===== config.mk =====
export PLATFORM = sky130hd
export DESIGN_NAME = single_wire_humidity_sensor_reader
export DESIGN_NICKNAME = d
export VERILOG_FILES = /design/src/rtl/swhsr_pkg.sv /design/src/rtl/single_wire_humidity_sensor_reader.sv /design/src/rtl/swhsr_core.sv /design/src/rtl/swhsr_out_buf.sv
export SDC_FILE = /design/constraint.sdc
export NUM_CORES = 1
export LEC_CHECK = 0
export BUFFER_PORTS_ARGS = -buffer_cell sky130_fd_sc_hd__buf_2
export CAP_MARGIN = 25
export CORE_AREA = 10 10 124 115
export DETAILED_ROUTE_END_ITERATION = 6
export DIE_AREA = 0 0 134 125
export PLACE_DENSITY = 0.77
export SYNTH_ARGS = -nofsm -noshare
export SYNTH_HDL_FRONTEND = slang
export SYNTH_HIERARCHICAL = 1
export SYNTH_SLANG_ARGS = --single-unit

===== constraint.sdc =====
create_clock -name clk_i -period 7.6 [get_ports clk_i]
set_input_delay 0.76 -clock clk_i [delete_from_list [all_inputs] [get_ports clk_i]]
set_output_delay 0.76 -clock clk_i [all_outputs]
set_load 0.01 [all_outputs]

===== src/rtl/swhsr_pkg.sv =====
`default_nettype none
package swhsr_pkg;

  // func codes
  localparam logic [1:0] FUNC_TICK  = 2'd0;
  localparam logic [1:0] FUNC_START = 2'd1;
  localparam logic [1:0] FUNC_READ  = 2'd2;

  // line_mode codes
  localparam logic [1:0] MODE_RELEASE = 2'd0;
  localparam logic [1:0] MODE_LOW     = 2'd1;
  localparam logic [1:0] MODE_HIGH    = 2'd2;

  // sequencer phases
  localparam logic [3:0] PH_IDLE       = 4'd0;
  localparam logic [3:0] PH_START_LOW  = 4'd1;
  localparam logic [3:0] PH_START_HIGH = 4'd2;
  localparam logic [3:0] PH_RESP_WAIT  = 4'd3;
  localparam logic [3:0] PH_RESP_CHECK = 4'd4;
  localparam logic [3:0] PH_RESP_END   = 4'd5;
  localparam logic [3:0] PH_BIT_LOW    = 4'd6;
  localparam logic [3:0] PH_BIT_DELAY  = 4'd7;
  localparam logic [3:0] PH_BIT_HIGH   = 4'd8;

  // config register indexes
  localparam logic [2:0] REG_START_LOW    = 3'd0;
  localparam logic [2:0] REG_START_HIGH   = 3'd1;
  localparam logic [2:0] REG_RESP_WAIT    = 3'd2;
  localparam logic [2:0] REG_RESP_CHECK   = 3'd3;
  localparam logic [2:0] REG_SAMPLE_DELAY = 3'd4;
  localparam logic [2:0] REG_TIMEOUT      = 3'd5;

  localparam int unsigned CFG_IDX_W  = 3;
  localparam int unsigned CFG_DATA_W = 16;

  typedef struct packed {
    logic [1:0] line_mode;
    logic       busy_res;
    logic       op_done;
    logic       response_ok;
    logic [7:0] data_byte;
  } res_t;

endpackage
`default_nettype wire


===== src/rtl/single_wire_humidity_sensor_reader.sv =====
// Result timing: a result is valid the cycle after its input transfer unless an earlier result is stalled.
// Throughput: one input transfer per cycle, sustained while results drain;
//   a two-entry output buffer lets one more item in while a result is stalled.
// Reset (rst_ni, async, active low): sequencer idle, counters and data cleared,
//   config registers back to 18000/10/40/80/40/2000, output buffer empty.
`default_nettype none
module single_wire_humidity_sensor_reader #(
  parameter int unsigned BITS_PER_READ = 8
) (
  input  wire logic                              clk_i,
  input  wire logic                              rst_ni,
  // config write port
  input  wire logic                              cfg_we_i,
  input  wire logic [swhsr_pkg::CFG_IDX_W-1:0]   cfg_idx_i,
  input  wire logic [swhsr_pkg::CFG_DATA_W-1:0]  cfg_wdata_i,
  // input channel
  input  wire logic                              in_valid_i,
  output logic                                   in_stall_o,
  input  wire logic [1:0]                        func_i,
  input  wire logic                              line_level_i,
  // result channel
  output logic                                   out_valid_o,
  input  wire logic                              out_stall_i,
  output logic [1:0]                             line_mode_o,
  output logic                                   busy_res_o,
  output logic                                   op_done_o,
  output logic                                   response_ok_o,
  output logic [7:0]                             data_byte_o
);
  import swhsr_pkg::*;

  logic accept;
  logic full;
  res_t res_next, res_out;

  // A transfer is taken whenever the skid entry is free; the sequencer state
  // advances in the same edge, so ticks may arrive every cycle.
  assign in_stall_o = full;
  assign accept     = in_valid_i && !full;

  // Phase sequencer: one tick per transfer, result computed from next state.
  swhsr_core #(
    .BITS_PER_READ(BITS_PER_READ)
  ) u_core (
    .clk_i        (clk_i),
    .rst_ni       (rst_ni),
    .cfg_we_i     (cfg_we_i),
    .cfg_idx_i    (cfg_idx_i),
    .cfg_wdata_i  (cfg_wdata_i),
    .accept_i     (accept),
    .func_i       (func_i),
    .line_level_i (line_level_i),
    .res_o        (res_next)
  );

  // Result register plus skid entry.
  swhsr_out_buf u_out_buf (
    .clk_i       (clk_i),
    .rst_ni      (rst_ni),
    .push_i      (accept),
    .res_i       (res_next),
    .full_o      (full),
    .out_valid_o (out_valid_o),
    .out_stall_i (out_stall_i),
    .res_o       (res_out)
  );

  assign line_mode_o   = res_out.line_mode;
  assign busy_res_o    = res_out.busy_res;
  assign op_done_o     = res_out.op_done;
  assign response_ok_o = res_out.response_ok;
  assign data_byte_o   = res_out.data_byte;

endmodule
`default_nettype wire


===== src/rtl/swhsr_core.sv =====
`default_nettype none
module swhsr_core #(
  parameter int unsigned BITS_PER_READ = 8
) (
  input  wire logic                                clk_i,
  input  wire logic                                rst_ni,
  input  wire logic                                cfg_we_i,
  input  wire logic [swhsr_pkg::CFG_IDX_W-1:0]     cfg_idx_i,
  input  wire logic [swhsr_pkg::CFG_DATA_W-1:0]    cfg_wdata_i,
  input  wire logic                                accept_i,
  input  wire logic [1:0]                          func_i,
  input  wire logic                                line_level_i,
  output swhsr_pkg::res_t                          res_o
);
  import swhsr_pkg::*;

  localparam int unsigned BIT_W = $clog2(BITS_PER_READ + 1);
  localparam logic [BIT_W-1:0] LAST_BIT = BIT_W'(BITS_PER_READ - 1);

  // config registers
  logic [15:0] start_low_q, timeout_q;
  logic [7:0]  start_high_q, resp_wait_q, resp_check_q, sample_delay_q;

  always_ff @(posedge clk_i or negedge rst_ni) begin
    if (!rst_ni) begin
      start_low_q    <= 16'd18000;
      start_high_q   <= 8'd10;
      resp_wait_q    <= 8'd40;
      resp_check_q   <= 8'd80;
      sample_delay_q <= 8'd40;
      timeout_q      <= 16'd2000;
    end else if (cfg_we_i) begin
      case (cfg_idx_i)
        REG_START_LOW:    start_low_q    <= cfg_wdata_i;
        REG_START_HIGH:   start_high_q   <= cfg_wdata_i[7:0];
        REG_RESP_WAIT:    resp_wait_q    <= cfg_wdata_i[7:0];
        REG_RESP_CHECK:   resp_check_q   <= cfg_wdata_i[7:0];
        REG_SAMPLE_DELAY: sample_delay_q <= cfg_wdata_i[7:0];
        REG_TIMEOUT:      timeout_q      <= cfg_wdata_i;
        default: ;
      endcase
    end
  end

  // sequencer state
  logic [3:0]       phase_q, phase_d;
  logic [15:0]      cnt_q, cnt_d;
  logic [BIT_W-1:0] bit_q, bit_d;
  logic [7:0]       shift_q, shift_d;
  logic             resp_q, resp_d;
  logic             done;

  logic [15:0] limit;
  logic [16:0] cnt_inc;
  logic        hit;

  always_comb begin
    case (phase_q)
      PH_START_LOW:  limit = start_low_q;
      PH_START_HIGH: limit = {8'd0, start_high_q};
      PH_RESP_WAIT:  limit = {8'd0, resp_wait_q};
      PH_RESP_CHECK: limit = {8'd0, resp_check_q};
      PH_BIT_DELAY:  limit = {8'd0, sample_delay_q};
      default:       limit = timeout_q;
    endcase
  end

  assign cnt_inc = {1'b0, cnt_q} + 17'd1;
  // limit of zero acts as one
  assign hit     = cnt_inc >= {1'b0, limit};

  always_comb begin
    phase_d = phase_q;
    cnt_d   = cnt_q;
    bit_d   = bit_q;
    shift_d = shift_q;
    resp_d  = resp_q;
    done    = 1'b0;
    if (accept_i) begin
      case (func_i)
        FUNC_TICK: begin
          if (phase_q != PH_IDLE) begin
            cnt_d = hit ? 16'd0 : cnt_inc[15:0];
            case (phase_q)
              PH_START_LOW:  if (hit) phase_d = PH_START_HIGH;
              PH_START_HIGH: if (hit) phase_d = PH_RESP_WAIT;
              PH_RESP_WAIT: begin
                if (hit) phase_d = line_level_i ? PH_RESP_END : PH_RESP_CHECK;
              end
              PH_RESP_CHECK: begin
                if (hit) begin
                  if (line_level_i) resp_d = 1'b1;
                  phase_d = PH_RESP_END;
                end
              end
              PH_RESP_END: begin
                if (!line_level_i || hit) begin
                  phase_d = PH_IDLE;
                  cnt_d   = 16'd0;
                  done    = 1'b1;
                end
              end
              PH_BIT_LOW: begin
                if (line_level_i || hit) begin
                  phase_d = PH_BIT_DELAY;
                  cnt_d   = 16'd0;
                end
              end
              PH_BIT_DELAY: begin
                if (hit) begin
                  shift_d = {shift_q[6:0], line_level_i};
                  phase_d = PH_BIT_HIGH;
                end
              end
              PH_BIT_HIGH: begin
                if (!line_level_i || hit) begin
                  bit_d = bit_q + BIT_W'(1);
                  cnt_d = 16'd0;
                  if (bit_q == LAST_BIT) begin
                    phase_d = PH_IDLE;
                    done    = 1'b1;
                  end else begin
                    phase_d = PH_BIT_LOW;
                  end
                end
              end
              default: begin
                phase_d = PH_IDLE;
                cnt_d   = 16'd0;
              end
            endcase
          end
        end
        FUNC_START: begin
          if (phase_q == PH_IDLE) begin
            resp_d  = 1'b0;
            phase_d = PH_START_LOW;
            cnt_d   = 16'd0;
          end
        end
        FUNC_READ: begin
          if (phase_q == PH_IDLE) begin
            shift_d = 8'd0;
            bit_d   = '0;
            phase_d = PH_BIT_LOW;
            cnt_d   = 16'd0;
          end
        end
        default: ;
      endcase
    end
  end

  always_ff @(posedge clk_i or negedge rst_ni) begin
    if (!rst_ni) begin
      phase_q <= PH_IDLE;
      cnt_q   <= 16'd0;
      bit_q   <= '0;
      shift_q <= 8'd0;
      resp_q  <= 1'b0;
    end else begin
      phase_q <= phase_d;
      cnt_q   <= cnt_d;
      bit_q   <= bit_d;
      shift_q <= shift_d;
      resp_q  <= resp_d;
    end
  end

  always_comb begin
    case (phase_d)
      PH_START_LOW:  res_o.line_mode = MODE_LOW;
      PH_START_HIGH: res_o.line_mode = MODE_HIGH;
      default:       res_o.line_mode = MODE_RELEASE;
    endcase
    res_o.busy_res    = phase_d != PH_IDLE;
    res_o.op_done     = done;
    res_o.response_ok = resp_d;
    res_o.data_byte   = shift_d;
  end

endmodule
`default_nettype wire


===== src/rtl/swhsr_out_buf.sv =====
`default_nettype none
module swhsr_out_buf (
  input  wire logic             clk_i,
  input  wire logic             rst_ni,
  input  wire logic             push_i,
  input  wire swhsr_pkg::res_t  res_i,
  output logic                  full_o,
  output logic                  out_valid_o,
  input  wire logic             out_stall_i,
  output swhsr_pkg::res_t       res_o
);
  import swhsr_pkg::*;

  logic out_valid_q, skid_valid_q;
  res_t out_q, skid_q;
  logic pop;

  assign pop = out_valid_q && !out_stall_i;

  // push only happens when skid is empty
  always_ff @(posedge clk_i or negedge rst_ni) begin
    if (!rst_ni) begin
      out_valid_q  <= 1'b0;
      skid_valid_q <= 1'b0;
    end else if (pop) begin
      out_valid_q  <= skid_valid_q || push_i;
      skid_valid_q <= 1'b0;
    end else if (out_valid_q) begin
      skid_valid_q <= skid_valid_q || push_i;
    end else begin
      out_valid_q  <= push_i;
    end
  end

  always_ff @(posedge clk_i) begin
    if (pop) begin
      out_q <= skid_valid_q ? skid_q : res_i;
    end else if (!out_valid_q) begin
      out_q <= res_i;
    end
    if (!pop && out_valid_q && push_i) skid_q <= res_i;
  end

  assign full_o      = skid_valid_q;
  assign out_valid_o = out_valid_q;
  assign res_o       = out_q;

endmodule
`default_nettype wire

[Word-level counts from Yosys, hierarchy flattened]
Cells that the tools add are included.
Storage, ports and cells
  input port bits: 27
  bits in registers: 125
  latch bits: 0
  memories kept: 0
  output and inout port bits: 15
  bits in read-only memories: 0
  memory bits (writable): 0
  word-level logic and storage cells: 137
Operators by class
  shift operators: 0
  mux-type cells: 57
  bitwise operators: 0
  reduce and logical (&&, ||, !) cells: 30
  $mul: 0
  add/subtract/negate cells: 2
  eq/ne operators: 24
  magnitude comparators: 1
  divide/modulo/power cells: 0
Operators by type and width (number)
  two-way mux 16 bit: 5
  one-hot mux 16 bit (5 select lines): 1
  two-way mux 4 bit: 16
  one-hot mux 16 bit (3 select lines): 1
  two-way mux 8 bit: 5
  two-way mux 13 bit: 3
  one-hot mux 16 bit (2 select lines): 1
  one-hot mux 4 bit (8 select lines): 1
  == test 4 x 3 -> 1 bit (second input constant): 5
  adder 16 x 1 -> 17 bit (second input constant): 1
  greater-or-equal comparator 17 x 16 -> 1 bit: 1
  two-way mux 1 bit: 17
  one-hot mux 8 bit (2 select lines): 1
  == test 4 x 2 -> 1 bit (second input constant): 3
  one-hot mux 4 bit (3 select lines): 1
  AND reduction 2 bit: 6
  inequality test 2 x 1 -> 1 bit (second input constant): 5
  == test 4 x 1 -> 1 bit (second input constant): 2
  one-hot mux 4 bit (2 select lines): 1
  nonzero test 4 bit: 2
  == test 3 x 2 -> 1 bit (second input constant): 2
  == test 3 bit (second input constant): 2
  AND reduction 6 bit: 1
  nonzero test 2 bit: 3
  other kinds (18): 28

[Longest topological paths before layout]
Gate-level depths: netlist of run 1.
  depth after elaboration: 13
  depth in mapped cells: 17
  depth with buffers taken out: 16

[By module]
The synthesis of run 1 kept the hierarchy.
By module, submodules not included
  swhsr_core: cells each 467, instances 1, seq. area each 2451.1 sq um, area an instance 5216.3 sq um
  swhsr_out_buf: cells each 50, instances 1, seq. area each 830.8 sq um, area an instance 1081.0 sq um
  single_wire_humidity_sensor_reader: cells each 1, instances 1, seq. area each 0.0 sq um, area an instance 13.8 sq um

[Least setup slack after synthesis of run 1]
OpenSTA, ideal clock, no wires.
  path type: flip-flop to flip-flop
  start point: register u_core.phase_q[3]
  end point: register u_out_buf.out_q, in the netlist u_out_buf/res_o[10], data pin
  arrival time: 4.055 ns
  setup time: 0.260 ns
  stages on the path, launching flop included: 15
  buffers on the path: 2
  data required time: 7.340 ns
  setup slack: 3.285 ns
  period minus slack after synthesis: 4.315 ns
  cells stage by stage: dfrtp_1 -> clkbuf_1 -> nor4b_1 -> clkbuf_1 -> a22oi_1 -> ha_1 -> o21a_1 -> o21a_1 -> a221o_1 -> nor3_4 -> mux2i_1 -> a21oi_2 -> inv_1 -> or4_1 -> mux2_4
RTL lines
  from (decl): line swhsr_core.sv:46  | logic [3:0] phase_q, phase_d;
  from (signal assigned): line swhsr_core.sv:162  | phase_q <= phase_d;
  to (signal assigned): line swhsr_out_buf.sv:37  | out_q <= skid_valid_q ? skid_q : res_i;
  to (signal assigned): line swhsr_out_buf.sv:39  | out_q <= res_i;
  to (decl): line swhsr_out_buf.sv:15  | res_t out_q, skid_q;

==> summary.txt, run 1 <==
Floorplan
  – Starting Density: 0.537
  – Die Area: 0.0168 mm2
  – Core area: 0.0117 mm2
  – Die height: 125 um
  – Die X: 134 um
  – Number of placed I/O pins: 42
  – Row cnt: 38

Global routing
  – Overall Global Routing Usage: 0.161
  – Vias in the first global route: 4394
  – First-pass GRT wire length: 22100 um
  – Initial antenna violation count: 0
  – Largest net degree at the start of global routing: 70
  – Total grt overflow: 0

Final layout
  – Nets: 607
  – Register area: 0.00328 mm2
  – Fillers: 924
  – Final standard cell area without fillers: 0.00724 mm2
  – Area of the multi-input gates: 0.00287 mm2
  – Final Non-Filler Cells: 731
  – Area Growth Syn to Fin: 14.7%
  – Post-layout util: 0.616
  – Number of antenna diodes: 0
  – Share of cells above drive strength 1: 0.336

Detailed routing
  – Via/cell ratio: 5.89
  – DRT Wirelength: 13300 um
  – Initial DRC Count: 392
  – WL met1: 6080 um
  – Routed len/inst: 18.2 um
  – Total vias in the final route: 4304
  – Final antenna-violating net count: 0
  – Met3 routed WL: 589 um
  – Top sig layer: met4
  – DR DRC count: 0
  – WL met2: 6480 um
  – 1st-pass router iterations: 4

Synth
  – Cell count after synthesis: 518
  – Commonest cells in the netlist: 80 x dfrtp_1, 68 x mux2_2, 35 x nand2_1, 26 x edfxtp_1, 26 x o21ai_0
  – Number of synthesized flops with an enable pin: 26
  – FF+latch count, synth: 125
  – Ys async rst share: 0.792
  – Syn. warnings: 6
  – Largest cells by area after synthesis: dfrtp_1 32%, edfxtp_1 12%, mux2_2 12%, dfstp_2 7.9%, ha_1 4.4%
  – Syn_nets: 567
  – Yosys top cell area share: 0.317
  – Number of distinct library cells after synthesis: 63
  – Post-Syn Area: 0.00631 mm2
  – Post-synthesis area per instance: 12.2 um2
  – Largest area contributor in the netlist: dfrtp_1
  – Post-synth top flop: dfrtp_1
  – Most frequent cell after synthesis: dfrtp_1
  – Sequential cell area fraction in the yosys report: 0.520

CTS
  – CTS tree: built
  – Post-CTS Setup Inserts: 0
  – Post-cts sizing count: 0
  – Clk Latency, worst-skew pair: 0.41 ns
  – Reg clk slew, reported paths: 0.06 ns
  – Clock Path Buffers: 2
  – Cts hold-fix bufs: 0
  – Root buf cell: clkbuf_16
  – Clock sink count: 125
  – H-tree level count: 4
  – CTS Buf Count: 17

Timing
  – Final worst slack: 2.51 ns
  – Fin Hold WS: 0.266 ns
  – Slew HR: 0.403
  – Worst slew pin tran: 0.888 ns
  – Unrepaired setup endpoints after global routing: false
  – Final Hold Vio Count: 0
  – Period utilization: 0.670
  – Fin. max-slew vios: 0
  – Fin Setup TNS: 0 ns
  – Finish-stage setup viols: 0
  – Tmin final: 5.09 ns
  – Setup Skew: 0.00850 ns
  – FMAX: 196 MHz

Run status
  – Outcome: complete, no violations

Setup path
  – Critical Path RT: 7.76 ns
  – Reg-to-Reg Start: u_core/phase_q[2]$_DFF_PN0_
  – Critical path class: flip-flop to flip-flop
  – CP Launch Type: flip-flop
  – Worst Setup End Kind: flip-flop
  – Crit path max fanout: 16
  – Crit path from: u_core/phase_q[2]$_DFF_PN0_
  – CP arrival: 5.26 ns

Pwr
  – Leakage power: 3.13 nW
  – Worst vdd ir: 0.213 mV
  – Power Density: 308 mW/mm2
  – Overall Power: 2.23 mW

Place
  – Gp weighted congestion: 0.904
  – Place WS: 2.54 ns
  – Post-DP HPWL: 9320 um
  – Dpl cell area: 0.00664 mm2
  – Placed cell count: 699
  – IO Port Bufs: 41

Min path
  – Hold Crit Class: input port to asynchronous set/reset pin

Job
  – Max-cap violations: 0
-- final timing paths --
check,slack [ns],endpoint,depth (start not counted)
min,0.27,u_core/timeout_q[11]$_DFFE_PN0P_,1
max reg2reg,2.51,u_out_buf/res_o[10]$_DFFE_PP_,15
max in group asynchronous,6.12,u_core/shift_q[5]$_DFF_PN0_,2
max,2.51,u_out_buf/res_o[10]$_DFFE_PP_,15
min in group clk_i,0.50,u_core/bit_q[3]$_DFFE_PN0P_,1
min reg2reg,0.50,u_core/bit_q[3]$_DFFE_PN0P_,1
-- worst max-delay path, stage by stage, from the launching register on --
cell	delay, ns
dfrtp_1	0.60
nor2b_1	0.72
a21oi_1	0.15
o31ai_1	0.10
buf_4	0.26
a22oi_1	0.12
ha_1	0.33
a211oi_1	0.26
o21ai_0	0.15
a221o_1	0.40
nor3_4	0.49
mux2i_1	0.19
a21oi_2	0.20
inv_1	0.06
or4_1	0.53
mux2_4	0.27
-- per-layer routing --
metal | vias to the layer above | track usage
met3 | 16 | 0.0408
met5 | - | 0
li1 | 2020 | -
met1 | 2165 | 0.209
met4 | 0 | 0.0633
met2 | 103 | 0.253
-- cells in the final DEF (no fill, tap or decap), drive strengths merged, types with 3 or more instances in the layout --
cell      netlist  layout
nor2           17      17
a21oi          21      21
a22oi          17      17
a31oi           4       4
nor3b           4       4
nand3          17      17
mux2           78      78
inv            11      12
a22o           23      23
nor3            8       8
xor2            4       4
ha             22      22
xnor2          10      10
clkbuf         17      17
nor2b           8       8
a211oi          3       3
nor4            3       3
nand2b          5       5
dfrtp          80      80
dfstp          19      19
buf             9      47
and2            3       3
nor4b           3       3
clkinv          0       5
bufinv          0       3
a221o           7       7
and3            5       5
nand2          35      35
nand4           4       4
edfxtp         26      26
clkinvlp        0       6
o21ai          26      26
-- where the power goes --
| group | switching, mW | total, mW | leakage [nW] | internal [mW] |
|---|---|---|---|---|
| sequential | 0.0889 | 0.922 | 1.48 | 0.834 |
| clock | 0.295 | 0.808 | 0.270 | 0.513 |
| combinational | 0.274 | 0.501 | 1.37 | 0.227 |
| total | 0.658 | 2.23 | 3.13 | 1.57 |
-- sequential cells by signal, indices dropped and copies added (netlist names), 8 cells and up --
signal / cells
u_out_buf/skid_q: 13
u_core/sample_delay_q: 8
u_core/resp_wait_q: 8
u_core/start_low_q: 16
u_core/timeout_q: 16
u_out_buf/res_o: 13
u_core/shift_q: 8
u_core/resp_check_q: 8
u_core/start_high_q: 8
u_core/cnt_q: 16
-- kinds of logic after synthesis --
| kind of cell | synth area share |
|---|---|
| flops | 0.520 |
| simple gates | 0.109 |
| compound gates | 0.134 |
| mux | 0.147 |
| buf+inv | 0.0272 |
| fa+ha+maj | 0.0436 |
| xor+xnor | 0.0194 |
-- cell type report --
| type | count | share of cell area |
|---|---|---|
| tap | 160 | 0.0277 |
| clock inverter | 15 | 0.0239 |
| sequential | 125 | 0.453 |
| clock buffer | 17 | 0.0588 |
| timing repair buffer | 47 | 0.0342 |
| inverter | 11 | 0.00570 |
| multi-input combinational | 356 | 0.396 |
Power figures use the tool's default switching activity.
==> run 2, diff against run 1 <==
--- a/config.mk
+++ b/config.mk
@@ -10,7 +10,7 @@
 export CORE_AREA = 10 10 124 115
 export DETAILED_ROUTE_END_ITERATION = 6
 export DIE_AREA = 0 0 134 125
-export PLACE_DENSITY = 0.77
+export PLACE_DENSITY = 0.8
 export SYNTH_ARGS = -nofsm -noshare
 export SYNTH_HDL_FRONTEND = slang
 export SYNTH_HIERARCHICAL = 1
==> constraint.sdc (replaced) <==
create_clock -name clk_i -period 4.14 [get_ports clk_i]
set_input_delay 0.414 -clock clk_i [delete_from_list [all_inputs] [get_ports clk_i]]
set_output_delay 0.414 -clock clk_i [all_outputs]
set_load 0.01 [all_outputs]
==> summary.txt, run 2 (synthesized netlist as in run 1, its figures left out) <==
Run status
  – Outcome: complete, no violations

Timing
  – Finish-stage setup viols: 0
  – Period utilization: 0.995
  – FMAX: 243 MHz
  – Final worst slack: 0.0197 ns
  – Final Hold Vio Count: 0
  – Setup Skew: 0.00580 ns
  – Unrepaired setup endpoints after global routing: true
  – Slew HR: 0.393
  – Tmin final: 4.12 ns
  – Fin. max-slew vios: 0
  – Worst slew pin tran: 0.911 ns

Final layout
  – Commonest cells after routing, fill and taps aside: 78 x dfrtp_1, 68 x mux2_2, 40 x buf_2
  – Number of antenna diodes: 0
  – Nets: 640
  – Largest registers: u_core/cnt_q: 16 flops, u_core/start_low_q: 16 flops, u_core/timeout_q: 16 flops
  – Area Growth Syn to Fin: 21.8%
  – Share of cells above drive strength 1: 0.414
  – Commonest non-fill, non-tap cell in the layout: dfrtp_1
  – Final Non-Filler Cells: 764

Global routing
  – Busiest grt layer: met2
  – Total grt overflow: 0
  – Vias in the first global route: 4702
  – Largest net degree at the start of global routing: 74
  – GR Layer Usage met2: 0.292
  – Initial antenna violation count: 0
  – M1 GR Usage: 0.214
  – Overall Global Routing Usage: 0.176
  – M3 GR Usage: 0.0452
  – First-pass GRT wire length: 23700 um

Setup path
  – R2r endpoint: u_out_buf/res_o[10]$_DFFE_PP_
  – Critical Path RT: 4.31 ns
  – Buffer and inverter count on the worst path: 2
  – Setup crit end: u_out_buf/res_o[10]$_DFFE_PP_
  – Worst reg2reg setup slack: 0.02 ns
  – R2R depth: 16
  – CP Cell Sequence: nor2b_2, buf_4, a22oi_1, o21ai_0, a221o_1, a21oi_1, ha_1, nand4_1, a21oi_1, o311a_1, nor3_4, mux2i_1, a21oi_2, inv_2, or4_4, mux2_4
  – CP Launch Type: flip-flop
  – Top delay family on crit path: compound AO/OA/AOI/OAI gates
  – Crit. path cell count: 16
  – Worst Setup End Kind: flip-flop
  – Slowest stage cell, crit path: or4_4
  – Crit path from: u_core/phase_q[1]$_DFF_PN0_
  – Reg-to-Reg Start: u_core/phase_q[1]$_DFF_PN0_
  – Most frequent CP cell: a21oi_1
  – Worst path max stage delay: 0.52 ns
  – Critical path class: flip-flop to flip-flop
  – Crit path max fanout: 8
  – CP arrival: 4.29 ns

Floorplan
  – Die height: 125 um
  – Core area: 0.0117 mm2
  – Number of placed I/O pins: 42
  – Starting Density: 0.537
  – Die X: 134 um
  – Die Area: 0.0168 mm2
  – Row cnt: 38

Detailed routing
  – Via/cell ratio: 5.90
  – DR DRC count: 0
  – Final antenna-violating net count: 0
  – 1st-pass router iterations: 4
  – DRT Wirelength: 14600 um
  – Routed len/inst: 19.1 um
  – Initial DRC Count: 375
  – Total vias in the final route: 4509

Place
  – Placed cell count: 720
  – Gp weighted congestion: 0.886
  – IO Port Bufs: 41
  – Post-DP HPWL: 9790 um
  – Place WS: -0.228 ns

Pwr
  – Leakage power: 3.36 nW
  – Combinational share of power: 0.267
  – Internal: 3.07 mW
  – Power Density: 566 mW/mm2
  – Reg power frac: 0.384
  – Sw Share: 0.295
  – Clock Power Share: 0.349
  – Worst vdd ir: 0.352 mV
  – Psw: 1.29 mW

Job
  – Max-cap violations: 0

CTS
  – Root buf cell: clkbuf_16
  – CTS tree: built
  – Cts hold-fix bufs: 0
  – Reg clk slew, reported paths: 0.05 ns
  – Clock Path Buffers: 2
  – CTS Buf Count: 17
  – Clock sink count: 125
  – Clk Latency, worst-skew pair: 0.42 ns
  – H-tree level count: 4

Min path
  – Hold Crit Class: input port to asynchronous set/reset pin
[run 2: power by group through the flow]
stage | combinational, mW | sequential (mW) | clock (mW)
final | 1.16 | 1.67 | 1.52
after detailed placement | 1.01 | 1.68 | 0
after floorplan | 0.674 | 1.68 | 0
after global routing | 1.28 | 1.70 | 1.59
after CTS | 1.08 | 1.67 | 1.54
after global placement | 0.960 | 1.66 | 0
[run 2: what timing repair did]
item	in CTS	in global routing
gates resized for setup	17	25
setup endpoints to repair	3	14
pin swaps	6	9
setup buffers	8	3
gates cloned	0	1
[run 2: metrics by stage]
step | setup TNS (ns) | hold WS (ns) | total power [mW] | utilization | area (um2)
after detailed placement | -0.461 | 0.482 | 2.69 | 0.580 | 6810
after global placement | -0.996 | 0.460 | 2.62 | 0.579 | 6800
after global routing | -0.304 | 0.203 | 4.57 | 0.655 | 7690
final | 0 | 0.127 | 4.36 | 0.655 | 7690
after floorplan | 0 | 0.118 | 2.35 | - | 6320
after CTS | 0 | 0.166 | 4.28 | 0.643 | 7550
[run 2: final cells by class]
cell class | count | area [um2]
clock buffer | 24 | 514
clock inverter | 8 | 103
fill | 849 | 4060
inverter | 11 | 41.3
multi-input combinational | 356 | 3010
sequential | 125 | 3280
tap | 160 | 200
timing repair buffer | 80 | 534
[run 2: worst min-delay path by stage]
stage,end,cells past startpoint,startpoint
detailed placement,u_core/bit_q[3]$_DFFE_PN0P_,1,u_core/bit_q[3]$_DFFE_PN0P_
finish,u_core/timeout_q[5]$_DFFE_PN0P_,1,rst_ni
global placement,u_core/bit_q[3]$_DFFE_PN0P_,1,u_core/bit_q[3]$_DFFE_PN0P_
global route,u_core/start_low_q[7]$_DFFE_PN0P_,1,rst_ni
floorplan,u_core/bit_q[0]$_DFFE_PN0P_,0,rst_ni
CTS,u_core/start_low_q[5]$_DFFE_PN0P_,1,rst_ni
[run 2: worst register-to-register path, delay by kind of cell, from the launching register on]
family	cells	cell delay, ns
AO/OA/AOI/OAI	7	1.39
AND/OR/NAND/NOR	4	1.11
flip-flops	1	0.44
multiplexers	2	0.43
adder cells (fa/ha/maj)	1	0.27
buffers and inverters	2	0.23
[run 2: per-layer routing]
metal,vias up,part of all wire
met3,23,0.052
met2,132,0.49
met4,0,0.018
met5,-,0
li1,2090,-
met1,2264,0.44
